[src/hw/rtl/vlsrq_pkg.sv]
package vlsrq_pkg;

   localparam int BUF_SIZE = 256;
   localparam int ADDR_W   = $clog2(BUF_SIZE);
   localparam int CNT_W    = ADDR_W + 1;
   localparam int MAX_MSG  = 64;
   localparam int LEN_W    = 6;
   localparam int TOT_W    = LEN_W + 1;
   localparam int BYTE_W   = 8;
   localparam int STAT_W   = 2;

   localparam logic [STAT_W-1:0] ST_OK      = 2'd0;
   localparam logic [STAT_W-1:0] ST_NO_ROOM = 2'd1;
   localparam logic [STAT_W-1:0] ST_EMPTY   = 2'd2;

   typedef enum logic [1:0] {
      OP_START  = 2'd0,
      OP_DATA   = 2'd1,
      OP_READ   = 2'd2,
      OP_REMOVE = 2'd3
   } op_type;

   typedef struct packed {
      op_type             op;
      logic [BYTE_W-1:0]  data;
      logic [LEN_W-1:0]   len;
   } cmd_type;

   typedef struct packed {
      logic [STAT_W-1:0]  status;
      logic [CNT_W-1:0]   free_space;
      logic [BYTE_W-1:0]  out_byte;
      logic               last;
   } rsp_type;

endpackage

[src/hw/rtl/variable_length_string_ring_queue_unit.sv]
// Ring queue of zero-terminated messages held in a 256-byte single-port memory
// with a registered read. Commands enter a two-entry queue and are carried out
// one at a time; results leave through a two-entry queue, so either side may
// stall. A successful push start that does not fit at the tail first writes up
// to 255 padding bytes to the end of the ring, one byte a cycle. A read streams
// one result per byte of the head message, and a remove searches for the head
// message's terminator, which reads one byte a cycle. Read and remove on an
// empty queue answer with an empty status.
module variable_length_string_ring_queue_unit
   import vlsrq_pkg::*;
(
   input  logic              clock,
   input  logic              reset,
   input  logic              push,
   output logic              full,
   input  logic [1:0]        req_cmd,
   input  logic [BYTE_W-1:0] req_data_byte,
   input  logic [LEN_W-1:0]  req_msg_len,
   output logic              empty,
   input  logic              pop,
   output logic [STAT_W-1:0] rsp_status,
   output logic [CNT_W-1:0]  rsp_free_space,
   output logic [BYTE_W-1:0] rsp_out_byte,
   output logic              rsp_last
);

   logic    item_valid;
   cmd_type item;
   logic    item_pop;
   logic    rsp_full;
   logic    rsp_push;
   rsp_type rsp_data;
   rsp_type rsp_head;

   vlsrq_front u_front (
      .clock      (clock),
      .reset      (reset),
      .push       (push),
      .full       (full),
      .cmd        (req_cmd),
      .data_byte  (req_data_byte),
      .msg_len    (req_msg_len),
      .item_valid (item_valid),
      .item       (item),
      .item_pop   (item_pop)
   );

   vlsrq_back u_back (
      .clock      (clock),
      .reset      (reset),
      .item_valid (item_valid),
      .item       (item),
      .item_pop   (item_pop),
      .rsp_full   (rsp_full),
      .rsp_push   (rsp_push),
      .rsp_data   (rsp_data)
   );

   vlsrq_rsp_fifo u_rsp_fifo (
      .clock    (clock),
      .reset    (reset),
      .wr_en    (rsp_push),
      .wr_data  (rsp_data),
      .rsp_full (rsp_full),
      .empty    (empty),
      .rd_data  (rsp_head),
      .pop      (pop)
   );

   assign rsp_status     = rsp_head.status;
   assign rsp_free_space = rsp_head.free_space;
   assign rsp_out_byte   = rsp_head.out_byte;
   assign rsp_last       = rsp_head.last;

endmodule

[src/hw/rtl/vlsrq_front.sv]
module vlsrq_front
   import vlsrq_pkg::*;
(
   input  logic              clock,
   input  logic              reset,
   input  logic              push,
   output logic              full,
   input  logic [1:0]        cmd,
   input  logic [BYTE_W-1:0] data_byte,
   input  logic [LEN_W-1:0]  msg_len,
   output logic              item_valid,
   output cmd_type           item,
   input  logic              item_pop
);

   cmd_type    entry_ff [2];
   logic       wr_ptr_ff, wr_ptr_in;
   logic       rd_ptr_ff, rd_ptr_in;
   logic [1:0] count_ff, count_in;
   logic       accept;
   logic       take;
   cmd_type    decoded;

   always_comb begin
      decoded.data = data_byte;
      decoded.len  = msg_len;
      unique case (cmd)
         OP_START: decoded.op = OP_START;
         OP_DATA:  decoded.op = OP_DATA;
         OP_READ:  decoded.op = OP_READ;
         default:  decoded.op = OP_REMOVE;
      endcase
   end

   assign full       = (count_ff == 2'd2);
   assign item_valid = (count_ff != 2'd0);
   assign item       = entry_ff[rd_ptr_ff];
   assign accept     = push && !full;
   assign take       = item_pop && item_valid;

   always_comb begin
      wr_ptr_in = accept ? !wr_ptr_ff : wr_ptr_ff;
      rd_ptr_in = take ? !rd_ptr_ff : rd_ptr_ff;
      count_in  = count_ff + {1'b0, accept} - {1'b0, take};
   end

   always_ff @(posedge clock) begin
      if (reset) begin
         wr_ptr_ff <= 1'b0;
         rd_ptr_ff <= 1'b0;
         count_ff  <= 2'd0;
      end else begin
         wr_ptr_ff <= wr_ptr_in;
         rd_ptr_ff <= rd_ptr_in;
         count_ff  <= count_in;
      end
   end

   always_ff @(posedge clock) begin
      if (accept) begin
         entry_ff[wr_ptr_ff] <= decoded;
      end
   end

endmodule

[src/hw/rtl/vlsrq_rsp_fifo.sv]
module vlsrq_rsp_fifo
   import vlsrq_pkg::*;
(
   input  logic    clock,
   input  logic    reset,
   input  logic    wr_en,
   input  rsp_type wr_data,
   output logic    rsp_full,
   output logic    empty,
   output rsp_type rd_data,
   input  logic    pop
);

   rsp_type    entry_ff [2];
   logic       wr_ptr_ff, wr_ptr_in;
   logic       rd_ptr_ff, rd_ptr_in;
   logic [1:0] count_ff, count_in;
   logic       put;
   logic       take;

   assign rsp_full = (count_ff == 2'd2);
   assign empty    = (count_ff == 2'd0);
   assign rd_data  = entry_ff[rd_ptr_ff];
   assign put      = wr_en && !rsp_full;
   assign take     = pop && !empty;

   always_comb begin
      wr_ptr_in = put ? !wr_ptr_ff : wr_ptr_ff;
      rd_ptr_in = take ? !rd_ptr_ff : rd_ptr_ff;
      count_in  = count_ff + {1'b0, put} - {1'b0, take};
   end

   always_ff @(posedge clock) begin
      if (reset) begin
         wr_ptr_ff <= 1'b0;
         rd_ptr_ff <= 1'b0;
         count_ff  <= 2'd0;
      end else begin
         wr_ptr_ff <= wr_ptr_in;
         rd_ptr_ff <= rd_ptr_in;
         count_ff  <= count_in;
      end
   end

   always_ff @(posedge clock) begin
      if (put) begin
         entry_ff[wr_ptr_ff] <= wr_data;
      end
   end

endmodule

[src/hw/rtl/vlsrq_back.sv]
module vlsrq_back
   import vlsrq_pkg::*;
(
   input  logic    clock,
   input  logic    reset,
   input  logic    item_valid,
   input  cmd_type item,
   output logic    item_pop,
   input  logic    rsp_full,
   output logic    rsp_push,
   output rsp_type rsp_data
);

   typedef enum logic [7:0] {
      S_IDLE    = 8'b0000_0001,
      S_PAD     = 8'b0000_0010,
      S_TERM    = 8'b0000_0100,
      S_RESP    = 8'b0000_1000,
      S_RD_DATA = 8'b0001_0000,
      S_RM_DATA = 8'b0010_0000,
      S_RM_NEXT = 8'b0100_0000,
      S_RM_FIN  = 8'b1000_0000
   } state_type;

   state_type          state_ff, state_in;
   logic [ADDR_W-1:0]  head_ff, head_in;
   logic [CNT_W-1:0]   used_ff, used_in;
   logic [ADDR_W-1:0]  wr_idx_ff, wr_idx_in;
   logic [LEN_W-1:0]   left_ff, left_in;

   logic [ADDR_W-1:0]  ptr_ff, ptr_in;
   logic [LEN_W-1:0]   cnt_ff, cnt_in;
   logic [LEN_W-1:0]   lim_ff, lim_in;
   logic [ADDR_W-1:0]  start_ff, start_in;
   logic [LEN_W-1:0]   len_ff, len_in;
   logic [CNT_W-1:0]   add_ff, add_in;
   logic [TOT_W-1:0]   n_ff, n_in;
   logic [ADDR_W-1:0]  next_ff, next_in;
   logic               wrap_ff, wrap_in;
   rsp_type            res_ff, res_in;

   logic [BYTE_W-1:0]  mem_ff [BUF_SIZE];
   logic [BYTE_W-1:0]  rd_data_ff;
   logic               mem_we;
   logic [ADDR_W-1:0]  mem_waddr;
   logic [BYTE_W-1:0]  mem_wdata;
   logic               mem_re;
   logic [ADDR_W-1:0]  mem_raddr;

   logic [CNT_W-1:0]   free_now;
   logic [CNT_W-1:0]   tail_sum;
   logic [ADDR_W-1:0]  tail_idx;
   logic [TOT_W-1:0]   total;
   logic               too_long;
   logic               tail_fit;
   logic [CNT_W-1:0]   pad;
   logic [CNT_W-1:0]   pad_sum;
   logic [ADDR_W-1:0]  head_inv;
   logic [LEN_W-1:0]   lim_m1;
   logic               scan_stop;
   logic [CNT_W-1:0]   release_len;
   logic [CNT_W-1:0]   used_after;
   logic [CNT_W-1:0]   used_grown;

   always_comb begin
      free_now  = CNT_W'(BUF_SIZE) - used_ff;
      tail_sum  = CNT_W'(head_ff) + used_ff;
      tail_idx  = tail_sum[ADDR_W-1:0];
      total     = TOT_W'(item.len) + TOT_W'(1);
      too_long  = total > TOT_W'(MAX_MSG);
      tail_fit  = (CNT_W'(tail_idx) + CNT_W'(total) <= CNT_W'(BUF_SIZE)) &&
                  (CNT_W'(total) <= free_now);
      pad       = CNT_W'(BUF_SIZE) - CNT_W'(tail_idx);
      pad_sum   = pad + CNT_W'(total);
      head_inv  = ~head_ff;
      lim_m1    = (head_inv > ADDR_W'(MAX_MSG - 1)) ? LEN_W'(MAX_MSG - 1)
                                                    : head_inv[LEN_W-1:0];
      scan_stop = (rd_data_ff == '0) || (cnt_ff == lim_ff);
      release_len = wrap_ff ? (CNT_W'(BUF_SIZE) - CNT_W'(head_ff)) : CNT_W'(n_ff);
      used_after  = (release_len > used_ff) ? '0 : used_ff - release_len;
      used_grown  = used_ff + add_ff;
   end

   always_comb begin
      state_in  = state_ff;
      head_in   = head_ff;
      used_in   = used_ff;
      wr_idx_in = wr_idx_ff;
      left_in   = left_ff;
      ptr_in    = ptr_ff;
      cnt_in    = cnt_ff;
      lim_in    = lim_ff;
      start_in  = start_ff;
      len_in    = len_ff;
      add_in    = add_ff;
      n_in      = n_ff;
      next_in   = next_ff;
      wrap_in   = wrap_ff;
      res_in    = res_ff;
      item_pop  = 1'b0;
      mem_we    = 1'b0;
      mem_waddr = wr_idx_ff;
      mem_wdata = item.data;
      mem_re    = 1'b0;
      mem_raddr = ptr_ff + ADDR_W'(1);
      rsp_push  = 1'b0;
      rsp_data  = res_ff;

      unique case (state_ff)
         S_IDLE: begin
            if (item_valid) begin
               item_pop = 1'b1;
               len_in   = item.len;
               unique case (item.op)
                  OP_START: begin
                     left_in = '0;
                     if (too_long || (!tail_fit && (pad_sum > free_now))) begin
                        res_in   = '{ST_NO_ROOM, free_now, '0, 1'b1};
                        state_in = S_RESP;
                     end else if (tail_fit) begin
                        start_in = tail_idx;
                        add_in   = CNT_W'(total);
                        state_in = S_TERM;
                     end else begin
                        start_in = '0;
                        add_in   = pad_sum;
                        ptr_in   = tail_idx;
                        state_in = S_PAD;
                     end
                  end
                  OP_DATA: begin
                     if (left_ff != '0) begin
                        mem_we    = 1'b1;
                        wr_idx_in = wr_idx_ff + ADDR_W'(1);
                        left_in   = left_ff - LEN_W'(1);
                     end
                     res_in   = '{ST_OK, free_now, '0, 1'b1};
                     state_in = S_RESP;
                  end
                  OP_READ, OP_REMOVE: begin
                     if (used_ff == '0) begin
                        res_in   = '{ST_EMPTY, CNT_W'(BUF_SIZE), '0, 1'b1};
                        state_in = S_RESP;
                     end else begin
                        mem_re    = 1'b1;
                        mem_raddr = head_ff;
                        ptr_in    = head_ff;
                        cnt_in    = '0;
                        lim_in    = lim_m1;
                        state_in  = (item.op == OP_READ) ? S_RD_DATA : S_RM_DATA;
                     end
                  end
                  default: begin
                     state_in = S_IDLE;
                  end
               endcase
            end
         end
         S_PAD: begin
            mem_we    = 1'b1;
            mem_waddr = ptr_ff;
            mem_wdata = '0;
            if (ptr_ff == ADDR_W'(BUF_SIZE - 1)) begin
               state_in = S_TERM;
            end else begin
               ptr_in = ptr_ff + ADDR_W'(1);
            end
         end
         S_TERM: begin
            mem_we    = 1'b1;
            mem_waddr = start_ff + ADDR_W'(len_ff);
            mem_wdata = '0;
            wr_idx_in = start_ff;
            left_in   = len_ff;
            used_in   = used_grown;
            res_in    = '{ST_OK, CNT_W'(BUF_SIZE) - used_grown, '0, 1'b1};
            state_in  = S_RESP;
         end
         S_RESP: begin
            if (!rsp_full) begin
               rsp_push = 1'b1;
               state_in = S_IDLE;
            end
         end
         S_RD_DATA: begin
            rsp_data = '{ST_OK, free_now, rd_data_ff, scan_stop};
            if (!rsp_full) begin
               rsp_push = 1'b1;
               if (scan_stop) begin
                  state_in = S_IDLE;
               end else begin
                  mem_re = 1'b1;
                  ptr_in = ptr_ff + ADDR_W'(1);
                  cnt_in = cnt_ff + LEN_W'(1);
               end
            end
         end
         S_RM_DATA: begin
            if (scan_stop) begin
               n_in    = TOT_W'(cnt_ff) + TOT_W'(1);
               next_in = ptr_ff + ADDR_W'(1);
               if (ptr_ff == ADDR_W'(BUF_SIZE - 1)) begin
                  wrap_in  = 1'b1;
                  state_in = S_RM_FIN;
               end else begin
                  mem_re   = 1'b1;
                  state_in = S_RM_NEXT;
               end
            end else begin
               mem_re = 1'b1;
               ptr_in = ptr_ff + ADDR_W'(1);
               cnt_in = cnt_ff + LEN_W'(1);
            end
         end
         S_RM_NEXT: begin
            wrap_in  = (rd_data_ff == '0);
            state_in = S_RM_FIN;
         end
         S_RM_FIN: begin
            used_in  = used_after;
            head_in  = (wrap_ff || (used_after == '0)) ? '0 : next_ff;
            res_in   = '{ST_OK, CNT_W'(BUF_SIZE) - used_after, '0, 1'b1};
            state_in = S_RESP;
         end
         default: begin
            state_in = S_IDLE;
         end
      endcase
   end

   always_ff @(posedge clock) begin
      if (reset) begin
         state_ff  <= S_IDLE;
         head_ff   <= '0;
         used_ff   <= '0;
         wr_idx_ff <= '0;
         left_ff   <= '0;
      end else begin
         state_ff  <= state_in;
         head_ff   <= head_in;
         used_ff   <= used_in;
         wr_idx_ff <= wr_idx_in;
         left_ff   <= left_in;
      end
   end

   always_ff @(posedge clock) begin
      ptr_ff   <= ptr_in;
      cnt_ff   <= cnt_in;
      lim_ff   <= lim_in;
      start_ff <= start_in;
      len_ff   <= len_in;
      add_ff   <= add_in;
      n_ff     <= n_in;
      next_ff  <= next_in;
      wrap_ff  <= wrap_in;
      res_ff   <= res_in;
   end

   always_ff @(posedge clock) begin
      if (mem_we) begin
         mem_ff[mem_waddr] <= mem_wdata;
      end
      if (mem_re) begin
         rd_data_ff <= mem_ff[mem_raddr];
      end
   end

endmodule

[config.mk]
export PLATFORM = sky130hd
export DESIGN_NAME = variable_length_string_ring_queue_unit
export DESIGN_NICKNAME = d
export VERILOG_FILES = /design/src/hw/rtl/vlsrq_pkg.sv /design/src/hw/rtl/variable_length_string_ring_queue_unit.sv /design/src/hw/rtl/vlsrq_front.sv /design/src/hw/rtl/vlsrq_rsp_fifo.sv /design/src/hw/rtl/vlsrq_back.sv
export SDC_FILE = /design/constraint.sdc
export NUM_CORES = 2
export LEC_CHECK = 0
export ABC_AREA = 1
export BUFFER_PORTS_ARGS = -buffer_cell sky130_fd_sc_hd__buf_2
export CORE_ASPECT_RATIO = 1.2
export CORE_MARGIN = 4
export CORE_UTILIZATION = 28
export CTS_BUF_LIST = sky130_fd_sc_hd__clkbuf_8
export DETAILED_ROUTE_END_ITERATION = 10
export GPL_ROUTABILITY_DRIVEN = 0
export PLACE_DENSITY = 0.49
export SLEW_MARGIN = 0
export SYNTH_ARGS = -nofsm -noshare
export SYNTH_HDL_FRONTEND = slang
export SYNTH_HIERARCHICAL = 1
export SYNTH_SLANG_ARGS = --single-unit
[constraint.sdc]
create_clock -name clock -period 26.9 [get_ports clock]
set_input_delay 1.345 -clock clock [delete_from_list [all_inputs] [get_ports clock]]
set_output_delay 1.345 -clock clock [all_outputs]
set_load 0.005 [all_outputs]
==> metrics.md <==
| Metric | Value |
|---|---|
| GRT Util Overall | `0.159` |
| Netlist cell types | `between 60 and 70` |
| Final net count | `roughly 10000` |
| # hold bufs at CTS | `0` |
| DR vias/cell | `between 4 and 5` |
| Mean Syn Cell Area | `a little over 10 um^2` |
| Final period util | `0.297` |
| Setup Buffers After CTS | `0` |
| Core area | `around 360000 um^2` |
| Clk buf depth | `4` |
| Htree depth | `5` |
| Post-DP HPWL | `171000 um` |
| Yosys Warn Count | `6` |
| Ys flop type | `edfxtp_1` |
| CTS buffer count | `about 370` |
| Worst Path Arrival | `a little under 9000 ps` |
| Layout area overhead | `11.4%` |
| Hold Vio Cnt, Final | `0` |
| Measured slew at the worst slew-check pin | `~1400 ps` |
| Syn Inst Count | `roughly 10000` |
| Vias in the first global route | `68002` |
| Die area | `approximately 370000 um^2` |
| Headroom to the max-slew limit | `0.0537` |
| Initial antenna violation count | `12` |
| DRC violations left | `0` |
| Final wirelength | `roughly 300000 um` |
| Total grt overflow | `0` |
| Drt wl/cell | `20.3 um` |
| DR pass1 iterations | `6` |
| DRT antenna net count | `0` |
| Iteration-0 DRC Markers | `between 6000 and 7000` |
| Number of synthesized register bits | `2247` |
| Syn_nets | `roughly 10000` |
| Critical path peak fanout | `89` |
| Reg clk slew, reported paths | `about 60 ps` |
| Slew Limit Fails | `0` |
| Clk sinks | `around 2200` |
| Chip Height | `roughly 670 um` |
| Type of destination of the critical path | `register` |
| Initial Util | `0.281` |
| Final Critical Period | `between 7000 and 8000 ps` |
| Root buf cell | `clkbuf_8` |
| Worst VDD drop | `around 0.00016 V` |
| Minimum hold slack | `501 ps` |
| RSZ-0062 raised after global routing | `false` |
| Final setup vio count | `0` |
| First-pass GRT wire length | `roughly 450000 um` |
| Number of port buffers | `41` |
| Cell leakage power | `between 40 and 50 nW` |
| Worst-skew pair later-pin latency | `about 1000 ps` |
| Largest net degree at the start of global routing | `approximately 210` |
| Worst r2r path cells | `26` |
| Row cnt | `241` |
| WP data required | `27610 ps` |
| Post-CTS Resized | `0` |
| Number of synthesized flops with an enable pin | `2198` |
| Hold Crit Class | `reg2reg` |
| Status | `finished, final reports clean` |
| Max-Cap Viols | `0` |
| Die width | `around 560 um` |
| Routed vias | `slightly below 70000` |
| Skew final | `roughly 80 ps` |
| Io pins | `between 40 and 50` |
| Sequential share of the synthesized area | `0.663` |
| PD cells | `about 110 nW/um^2` |
| Async SR Flop Fraction | `0` |
| Crit Path Category | `reg2reg` |
| Hold path depth | `2` |
| Layout cells sized above 1 | `0.0734` |
| Total power | `12.3 mW` |
| Worst setup SP type | `register` |
| Maximum clock frequency | `approximately 130 MHz` |
| Post-synthesis cell area | `between 100000 and 150000 um^2` |
| CTS tree | `built` |
| Setup TNS Final | `0 ps` |
==> path summary, 6_finish.rpt <==
| check | from | to | slack [ps] |
|---|---|---|---|
| worst max-delay path | u_back/used_ff[1] | u_back/rd_data_ff[1] | 18920 |
| worst min-delay path | u_rsp_fifo/rd_ptr_ff | register | 500 |
| worst max register to register | u_back/used_ff[1] | u_back/rd_data_ff[1] | 18920 |
| worst min register to register | u_rsp_fifo/rd_ptr_ff | register | 500 |
==> final cells by class <==
type / instances / area (um^2)
Antenna cell: 3 / 7.51
Clock buffer: 375 / 5160
Clock inverter: 269 / 1350
Fill cell: 36862 / 247000
Inverter: 1650 / 6200
Multi-Input combinational cell: 5472 / 25700
Sequential cell: 2247 / 67000
Tap cell: 4738 / 5930
Timing Repair Buffer: 162 / 1260
==> critical path, stage by stage, from the launching register on <==
cell	delay, ps
dfxtp_1	520
inv_1	160
ha_1	250
nand2_1	70
nor2_1	50
inv_1	80
or2_2	120
or3_1	120
nor2_1	50
ha_1	210
inv_1	100
nand2_1	70
nor2_1	320
nand3_2	690
nand2_4	880
buf_4	910
buf_4	760
buf_4	870
nand2_1	110
nand3_1	110
nand3_1	100
nand3_1	150
nand3_1	180
nand3_1	230
nand3_1	170
nand3_1	140
nand2_1	60
==> metrics by stage <==
stage / utilization / instance area [um^2] / std cells / setup slack (ps)
floorplan: - / 101000 / 9895 / 18500
global placement: 0.295 / 106000 / 14263 / 19070
detailed placement: 0.295 / 106000 / 14263 / 19090
CTS: 0.313 / 113000 / 14907 / 19020
global route: 0.313 / 113000 / 14915 / 18520
finish: 0.313 / 113000 / 14916 / 18920
==> synth_stat cells (17+ instances only) <==
cell	count	area share
nor2_1	278	0.010
dfxtp_1	49	0.0097
nor3_1	139	0.0069
nand4_1	17	0.0011
o211ai_1	105	0.0078
clkbuf_1	113	0.0042
o21ai_0	77	0.0038
inv_1	1638	0.061
edfxtp_1	2198	0.65
ha_1	73	0.0090
buf_1	33	0.0012
mux2_4	30	0.0045
nand2_1	2735	0.10
nand3_1	1756	0.087
xor2_1	41	0.0036
buf_2	372	0.018
or2_2	19	0.0012
a21oi_1	79	0.0039
==> kinds of logic after synthesis <==
family,share of synthesized area
mux,0.00522
fa+ha+maj,0.0102
simple gates,0.212
xor+xnor,0.00416
flops,0.663
compound gates,0.0200
buf+inv,0.0860
==> registers in the layout (all words and copies together), names as in the netlist, 6 cells and up, named ones only <==
signal and cells:
u_back/res_ff 11, u_back/start_ff 8, u_back/add_ff 9, u_back/ptr_ff 8
u_back/next_ff 8, u_back/lim_ff 6, u_back/wr_idx_ff 8, u_back/mem_ff 2048
u_front/entry_ff 32, u_back/rd_data_ff 8, u_back/n_ff 7, u_back/used_ff 9
u_back/state_ff 8, u_back/head_ff 8, u_back/len_ff 6, u_back/cnt_ff 6
u_rsp_fifo/entry_ff 40, u_back/left_ff 6
==> power by group <==
group	switching [mW]	total, mW	internal, mW
clock network	1.38	2.74	1.36
logic	3.98	5.26	1.28
registers	0.0393	4.28	4.24
total	5.40	12.3	6.88
==> per-layer routing <==
metal / share of wire / routed length [um] / global-route usage
met5: 0 / 0 / 0
met4: 0.039 / 11900 / 0.0596
met3: 0.060 / 18100 / 0.0222
met2: 0.48 / 146000 / 0.269
met1: 0.42 / 127000 / 0.206
==> placed cells by master (no fill, tap or decap), types with 15 or more instances in the layout <==
cell / Yosys / layout
nor3_2: 2 / 15
mux2_4: 30 / 30
nor2_1: 278 / 270
o21ai_0: 77 / 74
or2_2: 19 / 19
buf_4: 2 / 106
o211ai_1: 105 / 105
inv_1: 1638 / 1749
a21oi_1: 79 / 79
buf_2: 372 / 43
ha_1: 73 / 73
edfxtp_1: 2198 / 2198
nand2_1: 2735 / 2717
clkbuf_8: 0 / 375
nand3_1: 1756 / 1756
clkinv_2: 0 / 37
nor3_1: 139 / 126
xor2_1: 41 / 41
clkinv_1: 1 / 93
dfxtp_1: 49 / 49
nand4_1: 17 / 17
No activity file was read; power rests on OpenSTA's default activity.
